[config.mk]
export PLATFORM = sky130hd
export DESIGN_NAME = tcp_reassembly_interval_tracker
export DESIGN_NICKNAME = d
export VERILOG_FILES = /design/src/hw/rtl/tcprt_pkg.sv /design/src/hw/rtl/tcp_reassembly_interval_tracker.sv /design/src/hw/rtl/tcprt_front.sv /design/src/hw/rtl/tcprt_engine.sv
export SDC_FILE = /design/constraint.sdc
export NUM_CORES = 2
export LEC_CHECK = 0
export BUFFER_PORTS_ARGS = -buffer_cell sky130_fd_sc_hd__buf_2
export CAP_MARGIN = 20
export CORE_MARGIN = 10
export CORE_UTILIZATION = 39
export CTS_CLUSTER_DIAMETER = 200
export DETAILED_ROUTE_END_ITERATION = 12
export PLACE_DENSITY = 0.53
export SLEW_MARGIN = 15
export SYNTH_ARGS = -nofsm -noshare
export SYNTH_HDL_FRONTEND = slang
export SYNTH_SLANG_ARGS = --single-unit
[constraint.sdc]
create_clock -name clk -period 13.2 [get_ports clk]
set_clock_uncertainty 0.1 [all_clocks]
set_input_delay 3.3 -clock clk [delete_from_list [all_inputs] [get_ports clk]]
set_output_delay 3.3 -clock clk [all_outputs]
set_load 0.01 [all_outputs]
[src/hw/rtl/tcprt_pkg.sv]
// shared types and constants for the tcp reassembly interval tracker
// no dependencies; imported by every module of the block
package tcprt_pkg;

    localparam int MAX_RANGES = 16;
    localparam int IDX_W      = $clog2(MAX_RANGES);
    localparam int CNT_W      = $clog2(MAX_RANGES + 1);

    localparam logic [20:0] WINDOW_CAP = 21'h100000;

    localparam logic CMD_PUT    = 1'b0;
    localparam logic CMD_REMOVE = 1'b1;

    localparam logic [2:0] ST_OK       = 3'd0;
    localparam logic [2:0] ST_ZERO     = 3'd1;
    localparam logic [2:0] ST_OLD      = 3'd2;
    localparam logic [2:0] ST_NO_SPACE = 3'd3;
    localparam logic [2:0] ST_FULL     = 3'd4;

    localparam logic REG_WINDOW = 1'b0;
    localparam logic REG_ISEQ   = 1'b1;

    typedef struct packed {
        logic        cmd;
        logic [31:0] segment_seq;
        logic [15:0] byte_count;
    } item_t;

    typedef struct packed {
        logic [2:0]  status;
        logic [15:0] bytes_done;
        logic [19:0] ready_bytes;
        logic [31:0] delivered_total;
    } result_t;

    // classified word handed from front to back
    typedef struct packed {
        logic        is_remove;
        logic        zero_len;
        logic [31:0] seq;
        logic [15:0] cnt;
    } work_t;

    typedef struct packed {
        logic        clear;
        logic [31:0] head_init;
        logic [20:0] window;
    } cfg_t;

endpackage

[src/hw/rtl/tcp_reassembly_interval_tracker.sv]
// top level of the tcp reassembly interval tracker: config registers,
// front queue, range engine and result queue; depends on tcprt_pkg,
// tcprt_front and tcprt_engine
//
// usage: words go in through push/full (cmd 0 puts a received range,
// cmd 1 removes in-order bytes); each word yields exactly one result word
// on the empty/pop side, in order. registers: window_bytes at 0x0,
// initial_sequence at 0x4; writing initial_sequence empties the table.
// write registers only while the block is idle.
// zero-length, old, no-space and remove words go from the idle state of the
// engine straight to the result; a put first scans the table for the entries
// ahead of it and those it touches and, if it merges entries, packs the table,
// both one entry per cycle in the engine. one word is worked at a time.
// reset empties both queues and the table, head sequence 0, window 65536.
// a stalled receiver fills the two-word result queue, then the engine
// holds, then the two-word input queue fills and full rises.
module tcp_reassembly_interval_tracker
    import tcprt_pkg::*;
(
    input  logic        clk,
    input  logic        rst_n,
    input  logic        psel,
    input  logic        penable,
    input  logic        pwrite,
    input  logic [2:0]  paddr,
    input  logic [31:0] pwdata,
    output logic [31:0] prdata,
    output logic        pready,
    input  logic        push,
    input  item_t       item,
    output logic        full,
    output logic        empty,
    output result_t     result,
    input  logic        pop
);

    logic [20:0] window_reg;
    logic [31:0] iseq_reg;
    logic        cfg_wr;
    cfg_t        cfg;
    logic        work_valid;
    work_t       work;
    logic        work_ready;
    logic        res_valid;
    result_t     res;
    logic        res_ready;

    result_t     oq_reg [2];
    logic        oq_wr_reg;
    logic        oq_rd_reg;
    logic [1:0]  oq_count_reg;
    logic        oq_push;
    logic        oq_pop;

    assign pready = 1'b1;
    assign cfg_wr = psel && penable && pwrite;
    assign prdata = (paddr[2] == REG_ISEQ) ? iseq_reg : {11'd0, window_reg};

    assign cfg.clear     = cfg_wr && (paddr[2] == REG_ISEQ);
    assign cfg.head_init = pwdata;
    assign cfg.window    = window_reg;

    always_ff @(posedge clk or negedge rst_n)
    begin
        if (!rst_n)
        begin
            window_reg <= 21'd65536;
            iseq_reg   <= 32'd0;
        end
        else if (cfg_wr)
        begin
            if (paddr[2] == REG_WINDOW)
            begin
                window_reg <= pwdata[20:0];
            end
            else
            begin
                iseq_reg <= pwdata;
            end
        end
    end

    tcprt_front u_front (
        .clk        (clk),
        .rst_n      (rst_n),
        .push       (push),
        .item       (item),
        .full       (full),
        .work_valid (work_valid),
        .work       (work),
        .work_ready (work_ready)
    );

    tcprt_engine u_engine (
        .clk        (clk),
        .rst_n      (rst_n),
        .cfg        (cfg),
        .work_valid (work_valid),
        .work       (work),
        .work_ready (work_ready),
        .res_valid  (res_valid),
        .res        (res),
        .res_ready  (res_ready)
    );

    // result queue, two words
    assign res_ready = (oq_count_reg != 2'd2);
    assign oq_push   = res_valid && res_ready;
    assign empty     = (oq_count_reg == 2'd0);
    assign oq_pop    = pop && !empty;
    assign result    = oq_reg[oq_rd_reg];

    always_ff @(posedge clk)
    begin
        if (oq_push)
        begin
            oq_reg[oq_wr_reg] <= res;
        end
    end

    always_ff @(posedge clk or negedge rst_n)
    begin
        if (!rst_n)
        begin
            oq_wr_reg    <= 1'b0;
            oq_rd_reg    <= 1'b0;
            oq_count_reg <= 2'd0;
        end
        else
        begin
            if (oq_push)
            begin
                oq_wr_reg <= !oq_wr_reg;
            end
            if (oq_pop)
            begin
                oq_rd_reg <= !oq_rd_reg;
            end
            oq_count_reg <= oq_count_reg + {1'b0, oq_push} - {1'b0, oq_pop};
        end
    end

endmodule

[src/hw/rtl/tcprt_front.sv]
// front part: two-word input queue and command classification
// depends on tcprt_pkg
module tcprt_front
    import tcprt_pkg::*;
(
    input  logic  clk,
    input  logic  rst_n,
    input  logic  push,
    input  item_t item,
    output logic  full,
    output logic  work_valid,
    output work_t work,
    input  logic  work_ready
);

    item_t       mem_reg [2];
    logic        wr_ptr_reg;
    logic        rd_ptr_reg;
    logic [1:0]  count_reg;
    logic        do_push;
    logic        do_pop;
    item_t       head;

    assign full     = (count_reg == 2'd2);
    assign do_push  = push && !full;
    assign work_valid = (count_reg != 2'd0);
    assign do_pop   = work_valid && work_ready;
    assign head     = mem_reg[rd_ptr_reg];

    assign work.is_remove = (head.cmd == CMD_REMOVE);
    assign work.zero_len  = (head.byte_count == 16'd0);
    assign work.seq       = head.segment_seq;
    assign work.cnt       = head.byte_count;

    always_ff @(posedge clk)
    begin
        if (do_push)
        begin
            mem_reg[wr_ptr_reg] <= item;
        end
    end

    always_ff @(posedge clk or negedge rst_n)
    begin
        if (!rst_n)
        begin
            wr_ptr_reg <= 1'b0;
            rd_ptr_reg <= 1'b0;
            count_reg  <= 2'd0;
        end
        else
        begin
            if (do_push)
            begin
                wr_ptr_reg <= !wr_ptr_reg;
            end
            if (do_pop)
            begin
                rd_ptr_reg <= !rd_ptr_reg;
            end
            count_reg <= count_reg + {1'b0, do_push} - {1'b0, do_pop};
        end
    end

endmodule

[src/hw/rtl/tcprt_engine.sv]
// back part: range table and the put/remove sequencer, one entry per cycle
// depends on tcprt_pkg
module tcprt_engine
    import tcprt_pkg::*;
(
    input  logic    clk,
    input  logic    rst_n,
    input  cfg_t    cfg,
    input  logic    work_valid,
    input  work_t   work,
    output logic    work_ready,
    output logic    res_valid,
    output result_t res,
    input  logic    res_ready
);

    typedef enum logic [2:0] {
        S_IDLE, S_FIRST, S_LAST, S_MERGE, S_PACK, S_INSERT, S_REFRESH, S_DONE
    } state_t;

    state_t             state_reg;
    logic [31:0]        start_reg [MAX_RANGES];
    logic [19:0]        len_reg   [MAX_RANGES];
    logic [CNT_W-1:0]   count_reg;
    logic [31:0]        head_reg;
    logic [19:0]        merged_reg;
    logic [31:0]        cum_reg;
    logic [CNT_W-1:0]   ptr_reg;
    logic [CNT_W-1:0]   first_reg;
    logic [CNT_W-1:0]   drop_reg;
    logic [31:0]        s_reg;
    logic [31:0]        e_reg;
    logic [15:0]        len_in_reg;
    logic [31:0]        first_off_reg;
    logic [31:0]        le_reg;
    result_t            res_reg;

    logic [31:0] cur_off;
    logic [31:0] cur_end;
    logic        ptr_in;
    logic [31:0] put_off;
    logic [20:0] win;
    logic        no_space;
    logic [19:0] rm_n;
    logic [19:0] rm_take;
    logic [31:0] ns;
    logic [31:0] ne;

    assign work_ready = (state_reg == S_IDLE);
    assign res_valid  = (state_reg == S_DONE);
    assign res        = res_reg;

    always_comb
    begin
        cur_off  = start_reg[ptr_reg[IDX_W-1:0]] - head_reg;
        cur_end  = cur_off + {12'd0, len_reg[ptr_reg[IDX_W-1:0]]};
        ptr_in   = (ptr_reg < count_reg);
        put_off  = work.seq - head_reg;
        win      = (cfg.window > WINDOW_CAP) ? WINDOW_CAP : cfg.window;
        no_space = ({1'b0, put_off} + {17'd0, work.cnt}) >= {12'd0, win};
        rm_n     = ({4'd0, work.cnt} < merged_reg) ? {4'd0, work.cnt} : merged_reg;
        rm_take  = (rm_n > len_reg[0]) ? len_reg[0] : rm_n;
        ns       = (first_off_reg < s_reg) ? first_off_reg : s_reg;
        ne       = (le_reg > e_reg) ? le_reg : e_reg;
    end

    always_ff @(posedge clk)
    begin
        if (state_reg == S_IDLE && work_valid && work.is_remove && !work.zero_len
            && rm_n != 20'd0 && count_reg != '0)
        begin
            if (rm_take == len_reg[0])
            begin
                for (int i = 0; i < MAX_RANGES - 1; i++)
                begin
                    start_reg[i] <= start_reg[i+1];
                    len_reg[i]   <= len_reg[i+1];
                end
            end
            else
            begin
                start_reg[0] <= start_reg[0] + {12'd0, rm_take};
                len_reg[0]   <= len_reg[0] - rm_take;
            end
        end
        else if (state_reg == S_MERGE)
        begin
            for (int i = 0; i < MAX_RANGES; i++)
            begin
                if (CNT_W'(i) == first_reg)
                begin
                    start_reg[i] <= head_reg + ns;
                    len_reg[i]   <= 20'(ne - ns);
                end
            end
        end
        else if (state_reg == S_PACK && drop_reg != '0)
        begin
            // close the gap just above the merged entry
            for (int i = 0; i < MAX_RANGES - 1; i++)
            begin
                if (CNT_W'(i) > first_reg)
                begin
                    start_reg[i] <= start_reg[i+1];
                    len_reg[i]   <= len_reg[i+1];
                end
            end
        end
        else if (state_reg == S_INSERT && count_reg < CNT_W'(MAX_RANGES))
        begin
            for (int i = 0; i < MAX_RANGES; i++)
            begin
                if (CNT_W'(i) == first_reg)
                begin
                    start_reg[i] <= head_reg + s_reg;
                    len_reg[i]   <= {4'd0, len_in_reg};
                end
                else if (i > 0 && CNT_W'(i) > first_reg)
                begin
                    start_reg[i] <= start_reg[i-1];
                    len_reg[i]   <= len_reg[i-1];
                end
            end
        end
    end

    always_ff @(posedge clk or negedge rst_n)
    begin
        if (!rst_n)
        begin
            state_reg     <= S_IDLE;
            count_reg     <= '0;
            head_reg      <= 32'd0;
            merged_reg    <= 20'd0;
            cum_reg       <= 32'd0;
            ptr_reg       <= '0;
            first_reg     <= '0;
            drop_reg      <= '0;
            s_reg         <= 32'd0;
            e_reg         <= 32'd0;
            len_in_reg    <= 16'd0;
            first_off_reg <= 32'd0;
            le_reg        <= 32'd0;
            res_reg       <= '0;
        end
        else if (cfg.clear)
        begin
            state_reg  <= S_IDLE;
            count_reg  <= '0;
            head_reg   <= cfg.head_init;
            merged_reg <= 20'd0;
            cum_reg    <= 32'd0;
        end
        else
        begin
            case (state_reg)
                S_IDLE:
                begin
                    if (work_valid)
                    begin
                        if (work.zero_len)
                        begin
                            res_reg   <= '{ST_ZERO, 16'd0, merged_reg, cum_reg};
                            state_reg <= S_DONE;
                        end
                        else if (work.is_remove)
                        begin
                            state_reg <= S_DONE;
                            if (rm_n != 20'd0 && count_reg != '0)
                            begin
                                head_reg   <= head_reg + {12'd0, rm_take};
                                merged_reg <= merged_reg - rm_take;
                                res_reg    <= '{ST_OK, rm_take[15:0],
                                                merged_reg - rm_take, cum_reg};
                                if (rm_take == len_reg[0])
                                begin
                                    count_reg <= count_reg - 1'b1;
                                end
                            end
                            else
                            begin
                                res_reg <= '{ST_OK, 16'd0, merged_reg, cum_reg};
                            end
                        end
                        else if (put_off[31])
                        begin
                            res_reg   <= '{ST_OLD, 16'd0, merged_reg, cum_reg};
                            state_reg <= S_DONE;
                        end
                        else if (no_space)
                        begin
                            res_reg   <= '{ST_NO_SPACE, 16'd0, merged_reg, cum_reg};
                            state_reg <= S_DONE;
                        end
                        else
                        begin
                            s_reg      <= put_off;
                            e_reg      <= put_off + {16'd0, work.cnt};
                            len_in_reg <= work.cnt;
                            ptr_reg    <= '0;
                            state_reg  <= S_FIRST;
                        end
                    end
                end
                S_FIRST:
                begin
                    if (ptr_in && cur_end < s_reg)
                    begin
                        ptr_reg <= ptr_reg + 1'b1;
                    end
                    else
                    begin
                        first_reg <= ptr_reg;
                        state_reg <= S_LAST;
                    end
                end
                S_LAST:
                begin
                    if (ptr_in && cur_off <= e_reg)
                    begin
                        if (ptr_reg == first_reg)
                        begin
                            first_off_reg <= cur_off;
                        end
                        le_reg  <= cur_end;
                        ptr_reg <= ptr_reg + 1'b1;
                    end
                    else if (ptr_reg > first_reg)
                    begin
                        state_reg <= S_MERGE;
                    end
                    else
                    begin
                        state_reg <= S_INSERT;
                    end
                end
                S_MERGE:
                begin
                    drop_reg  <= ptr_reg - first_reg - 1'b1;
                    state_reg <= S_PACK;
                end
                S_PACK:
                begin
                    if (drop_reg == '0)
                    begin
                        state_reg <= S_REFRESH;
                    end
                    else
                    begin
                        drop_reg  <= drop_reg - 1'b1;
                        count_reg <= count_reg - 1'b1;
                    end
                end
                S_INSERT:
                begin
                    if (count_reg >= CNT_W'(MAX_RANGES))
                    begin
                        res_reg   <= '{ST_FULL, 16'd0, merged_reg, cum_reg};
                        state_reg <= S_DONE;
                    end
                    else
                    begin
                        count_reg <= count_reg + 1'b1;
                        state_reg <= S_REFRESH;
                    end
                end
                S_REFRESH:
                begin
                    if (count_reg != '0 && start_reg[0] == head_reg)
                    begin
                        merged_reg <= len_reg[0];
                        cum_reg    <= cum_reg + {12'd0, len_reg[0]} - {12'd0, merged_reg};
                        res_reg    <= '{ST_OK, len_in_reg, len_reg[0],
                                        cum_reg + {12'd0, len_reg[0]} - {12'd0, merged_reg}};
                    end
                    else
                    begin
                        res_reg <= '{ST_OK, len_in_reg, merged_reg, cum_reg};
                    end
                    state_reg <= S_DONE;
                end
                S_DONE:
                begin
                    if (res_ready)
                    begin
                        state_reg <= S_IDLE;
                    end
                end
                default:
                begin
                    state_reg <= S_IDLE;
                end
            endcase
        end
    end

    a_count_bound: assert property (@(posedge clk) disable iff (!rst_n)
        count_reg <= CNT_W'(MAX_RANGES))
        else $error("range count above table size");

    a_clear_empties: assert property (@(posedge clk) disable iff (!rst_n)
        cfg.clear |=> (count_reg == '0 && merged_reg == 20'd0))
        else $error("table not cleared by sequence write");

    a_nonok_no_bytes: assert property (@(posedge clk) disable iff (!rst_n)
        (res_valid && res_reg.status != ST_OK) |-> res_reg.bytes_done == 16'd0)
        else $error("failed step reports bytes");

    a_scan_in_table: assert property (@(posedge clk) disable iff (!rst_n)
        (state_reg == S_FIRST || state_reg == S_LAST) |-> ptr_reg <= count_reg)
        else $error("scan pointer past table end");

endmodule
# After elaboration in Yosys (flattened, before gate mapping)

Memory sizes are Yosys's and may differ from the RTL's.
Cells that the tools add are included.

Word-level logic and storage cells: 827
Memories: 4
Output and inout bits: 106
Bits in writable memories: 1072
Flip-flop bits (word level): 382

Bitwise operators: 131
Add/subtract/negate cells: 24
Mux-type cells: 507
Order comparisons: 28
Equal/unequal tests: 50
Reduce and logical (&&, ||, !) cells: 58

Memory list:

| memory             | words | bits a word | read ports | clocked after Yosys merged registers in | wr ports | RTL line                              | RTL |
|---|---|---|---|---|---|---|---|
| u_engine.start_reg | 16    | 32          | 17         | 0                                       | 16       | tcprt_engine.sv:22                    | `logic [31:0] start_reg [MAX_RANGES];` |
| u_engine.len_reg   | 16    | 20          | 17         | 0                                       | 16       | tcprt_engine.sv:23                    | `logic [19:0] len_reg [MAX_RANGES];` |
| oq_reg             | 2     | 71          | 1          | 0                                       | 1        | tcp_reassembly_interval_tracker.sv:48 | `result_t oq_reg [2];` |
| u_front.mem_reg    | 2     | 49          | 1          | 0                                       | 1        | tcprt_front.sv:16                     | `item_t mem_reg [2];` |

Operators by type and width:

| operator                                                             | count |
|---|---|
| 32-bit two-way mux                                                   | 73 |
| 20-bit two-way mux                                                   | 71 |
| 71-bit two-way mux                                                   | 6 |
| 1-bit two-way mux                                                    | 321 |
| 71-bit case mux with 3 select lines                                  | 1 |
| 32-bit by 20-bit adder with 32-bit output                            | 4 |
| 1-bit OR                                                             | 124 |
| 5-bit two-way mux                                                    | 16 |
| 68-bit two-way mux                                                   | 1 |
| 32-bit by 31-bit < comparator with 1-bit output                      | 2 |
| 32-bit subtractor                                                    | 2 |
| 20-bit subtractor                                                    | 3 |
| 52-bit two-way mux                                                   | 1 |
| 4-bit by 5-bit equality test with 1-bit output, first input constant | 8 |
| 4-bit by 5-bit > comparator with 1-bit output, first input constant  | 8 |
| 20-bit case mux with 2 select lines                                  | 1 |
| 32-bit by 16-bit adder with 33-bit output                            | 1 |
| 33-bit by 21-bit >= comparator with 1-bit output                     | 1 |
| 3-bit two-way mux                                                    | 11 |
| 32-bit by 16-bit adder with 32-bit output                            | 1 |
| 32-bit by 31-bit adder with 32-bit output                            | 1 |
| 32-bit adder                                                         | 1 |
| 32-bit equality test                                                 | 1 |
| 32-bit > comparator                                                  | 1 |
| 55 further kinds                                                     | 138 |

# Longest topological paths before layout

An unclocked memory read counts as a cell.

Depth after elaboration: 13
Depth in mapped cells: 42
Gate-level depth less buffers: 36

# Modules after synthesis

A second synthesis with hierarchy kept.

Cells, all modules: 10139
Area, all modules: 100216.1 um^2

Modules (own cells, without submodules):

| module                          | instances | area an instance (um^2) | sequential area each (um^2) | cells each |
|---|---|---|---|---|
| tcprt_engine                    | 1         | 88562.4                 | 33016.7                     | 9570 |
| tcp_reassembly_interval_tracker | 1         | 7846.3                  | 5691.7                      | 390 |
| tcprt_front                     | 1         | 3807.4                  | 3042.9                      | 179 |

# Least setup slack after synthesis

Ideal clock, no wire load.

Kind: flip-flop to flip-flop
Start point: reg u_front.rd_ptr_reg
End point: mem u_engine.len_reg[13][0], enable pin
Arrival time: 9.111 ns
Setup time: 0.899 ns
Data required time: 12.201 ns
Path slack: 3.090 ns
Clock period less this slack: 10.110 ns
Cell stages (with the launch flop): 36
Path buffers: 9
Path through: dfrtp_1 -> buf_2 -> buf_1 -> clkbuf_1 -> mux2_2 -> ha_1 -> and3_1 -> a21oi_1 -> o211ai_1 -> o21a_1 -> nor2_1 -> clkbuf_1 -> nand2_1 -> o21ai_0 -> ha_1 -> a21oi_1 -> o21ai_0 -> a221o_1 -> a211o_1 -> nand2_1 -> clkbuf_1 -> clkbuf_1 -> clkbuf_1 -> nand2_1 -> o21ai_0 -> inv_1 -> ha_1 -> nand4_1 -> nor3_1 -> and4_1 -> clkbuf_1 -> nand2_1 -> nand2_1 -> nor2_1 -> clkbuf_1 -> o21ai_0

RTL lines:

| element                  | RTL line           | RTL |
|---|---|---|
| start: declaration       | tcprt_front.sv:18  | `logic rd_ptr_reg;` |
| start signal: assignment | tcprt_front.sv:59  | `rd_ptr_reg <= !rd_ptr_reg;` |
| end: declaration         | tcprt_engine.sv:23 |  |

==> metrics.cfg <==
[routing]
first_pass_iters=7
totalWireLength_um=419000
drc=0
wl_met2_um=181000
wl_per_cell_um=29.6
highest_layer=met5
dr_wl_met3_um=43700
met1Wirelength_um=175000
drtIter0Drc=12070
vias=90392
avgViaCountPerCell=6.39
drtAntennaViolNets=0

[sta]
min_period_ns=10.87
finalSetupViolCount=0
finalCritPeriodShare_pct=82.4
maxSlewViolCount=0
rsz0062_at_grt=false
tightest_slew_ns=1.27
slew_headroom_pct=12.8
setup_tns_ns=0
hold_violations=0
fmaxAchievable_mhz=92.0

[floorplanning]
core.rowCount=187
die_area_um2=281000
start_util_pct=39.1
core_um2=259000
die_h_um=530
ioPinCount=197
die_w_um=530

[synthesis]
netlist.area_leader.share_pct=31.8
yosys_warnings=0
async_flop_share_pct=26.3
synth_edf_count=1072
synth_cells=10718
synth_cell_types=125
ys.flop_type=edfxtp_1
synth-seq-cells=1454
ys_top_cells_by_area=edfxtp_1 (32%), dfrtp_1 (9.4%), ha_1 (5.9%), mux4_2 (5.8%), nand2_1 (5.0%)
netlist_area_um2=101000
synth_seq_area_share_pct=41.2
syn-mean-instance-area_um2=9.45
yosys.area.top_type=edfxtp_1

[worst_setup_path]
cp_slowest_stage_delay_ns=0.92
cp_max_fo=43
critPathRequiredTime_ns=13.79
crit_top_cell=a21oi_1
cp-end-kind=flip-flop
cp-start-kind=flip-flop
cp_data_arrival_time_ns=11.46
slowest_stage=nor3_1
crit_type=flip-flop to flip-flop

[status]
status=finished clean

[cells_and_area]
nFillCells=24726
final_cells=14154
nets=11190
largest_reg_flops=512
area_growth_pct=11.0
layout-drive-gt1-share_pct=13.9

[cts]
clock_sinks=1454
cts-resized-gates=0
path_clk_slew_ns=0.06
cts_tree=done
ctsHoldBuffers=0
clock-root-buffer=clkbuf_16
cts_setup_buffers=0
htree_levels=4
clk_latency_ns=0.86
cts_buffers=175
clockBufferDepth=3

[job]
cap_violations=0

[global_route]
grt_max_degree=136
grt_usage_pct=28.5
grt_pass1_wl_um=599000
grt_overflow_total=0
antenna_found_initial=39
first_global_vias=84253

[worst_hold_path]
hold_path.class=flip-flop to flip-flop

[placed_design]
place_hpwl_um=318000
gp_congestion=0.967
numPortBuffers=193
place_inst=13807

## through the flow
step / hold slack (ns) / util [%] / setup slack [ns] / area, um2
4_1_cts: 0.371 / 43.4 / 2.57 / 112000
3_5_place_dp: 0.356 / 41.2 / 2.62 / 107000
6_report: 0.368 / 43.4 / 2.33 / 112000
5_1_grt: 0.387 / 43.4 / 1.64 / 112000
3_3_place_gp: 0.350 / 41.1 / 2.75 / 107000
2_1_floorplan: 0.337 / - / 3.09 / 101000
## worst max-delay path, delay by kind of cell (launching register included)
kind / cells / cell delay [ns]
DFF: 1 / 0.55
adders and majority gates: 3 / 1.00
buffers and inverters: 3 / 1.08
and+or+nand+nor: 7 / 2.74
AOI/OAI and AO/OA: 19 / 4.54
xor gates and xnor gates: 1 / 0.12
muxes: 1 / 0.53
## cell usage after synthesis (all sizes together), types with 76 or more instances
cell    count
nand2    1347
edfxtp   1072
nor2     1052
a21oi     944
o21ai     788
clkbuf    706
ha        474
inv       389
dfrtp     381
a211oi    348
mux2      264
mux4      260
xnor2     236
o211ai    227
a31oi     182
a21o      172
nand3     145
o22ai     140
nor3      117
buf       109
a22oi     108
xor2      103
nand4      80
a222oi     76
## final timing paths
kind                                         start                     to  slack [ns]  cells past startpoint
min in group asynchronous                    rst_n           iseq_reg[24]        2.34                      1
max in group asynchronous                    rst_n       u_engine.res[60]        8.48                      3
worst min register to register        iseq_reg[29]           iseq_reg[29]        0.37                      2
worst max register to register  u_front.rd_ptr_reg  u_engine.head_reg[29]        2.33                     34
worst min-delay path                  iseq_reg[29]           iseq_reg[29]        0.37                      2
worst max-delay path            u_front.rd_ptr_reg  u_engine.head_reg[29]        2.33                     34
## per-layer routing
layer | up-vias | global-route usage, %
met5 | - | 0
met4 | 26 | 11.8
met3 | 814 | 6.24
met2 | 5172 | 43.2
met1 | 44405 | 39.4
li1 | 39975 | -
## area by class of cell
class	count	area [um2]	share of cell area [%]
clock inverters	90	900	0.800
repair buffers	509	3530	3.14
diodes	13	32.5	0.0289
inverters	394	1480	1.32
multi-input cells	8058	55700	49.6
clock buffers	234	4760	4.24
flip-flops and latches	1454	41800	37.1
well taps	3402	4260	3.79
## cell families after synthesis
logic type      share of synthesized area [%]
other cells                           0.00741
buf+inv                                  4.56
fa+ha+maj                                6.55
xor+xnor                                 2.95
simple gates                             13.0
flops                                    41.2
compound gates                           22.4
mux                                      9.26
## cell usage in the layout (no fill, tap or decap), types with 40 or more instances in the layout
| cell | n |
|---|---|
| nand2b_1 | 49 |
| dfrtp_1 | 375 |
| a31oi_1 | 181 |
| clkbuf_16 | 178 |
| a21o_1 | 170 |
| and2_1 | 53 |
| and3_1 | 40 |
| nand2_1 | 1318 |
| a221oi_1 | 43 |
| xnor2_1 | 211 |
| a211oi_1 | 346 |
| mux2i_1 | 55 |
| a222oi_1 | 76 |
| o221ai_1 | 63 |
| o21a_1 | 62 |
| o211ai_1 | 227 |
| clkbuf_1 | 46 |
| edfxtp_1 | 1072 |
| nor2b_1 | 65 |
| nand4_1 | 80 |
| buf_4 | 295 |
| xor2_1 | 99 |
| mux2_2 | 253 |
| mux4_2 | 260 |
| nor3_1 | 109 |
| inv_1 | 384 |
| o22ai_1 | 139 |
| ha_1 | 474 |
| o22a_1 | 50 |
| o21bai_1 | 44 |
| buf_2 | 192 |
| a21oi_1 | 929 |
| o21ai_0 | 758 |
| nand3_1 | 141 |
| a22oi_1 | 107 |
| nor2_1 | 1016 |
Power is left out: the tool's default activity adds up to more than one toggle a clock period on the data nets, which glitch-free logic cannot reach.
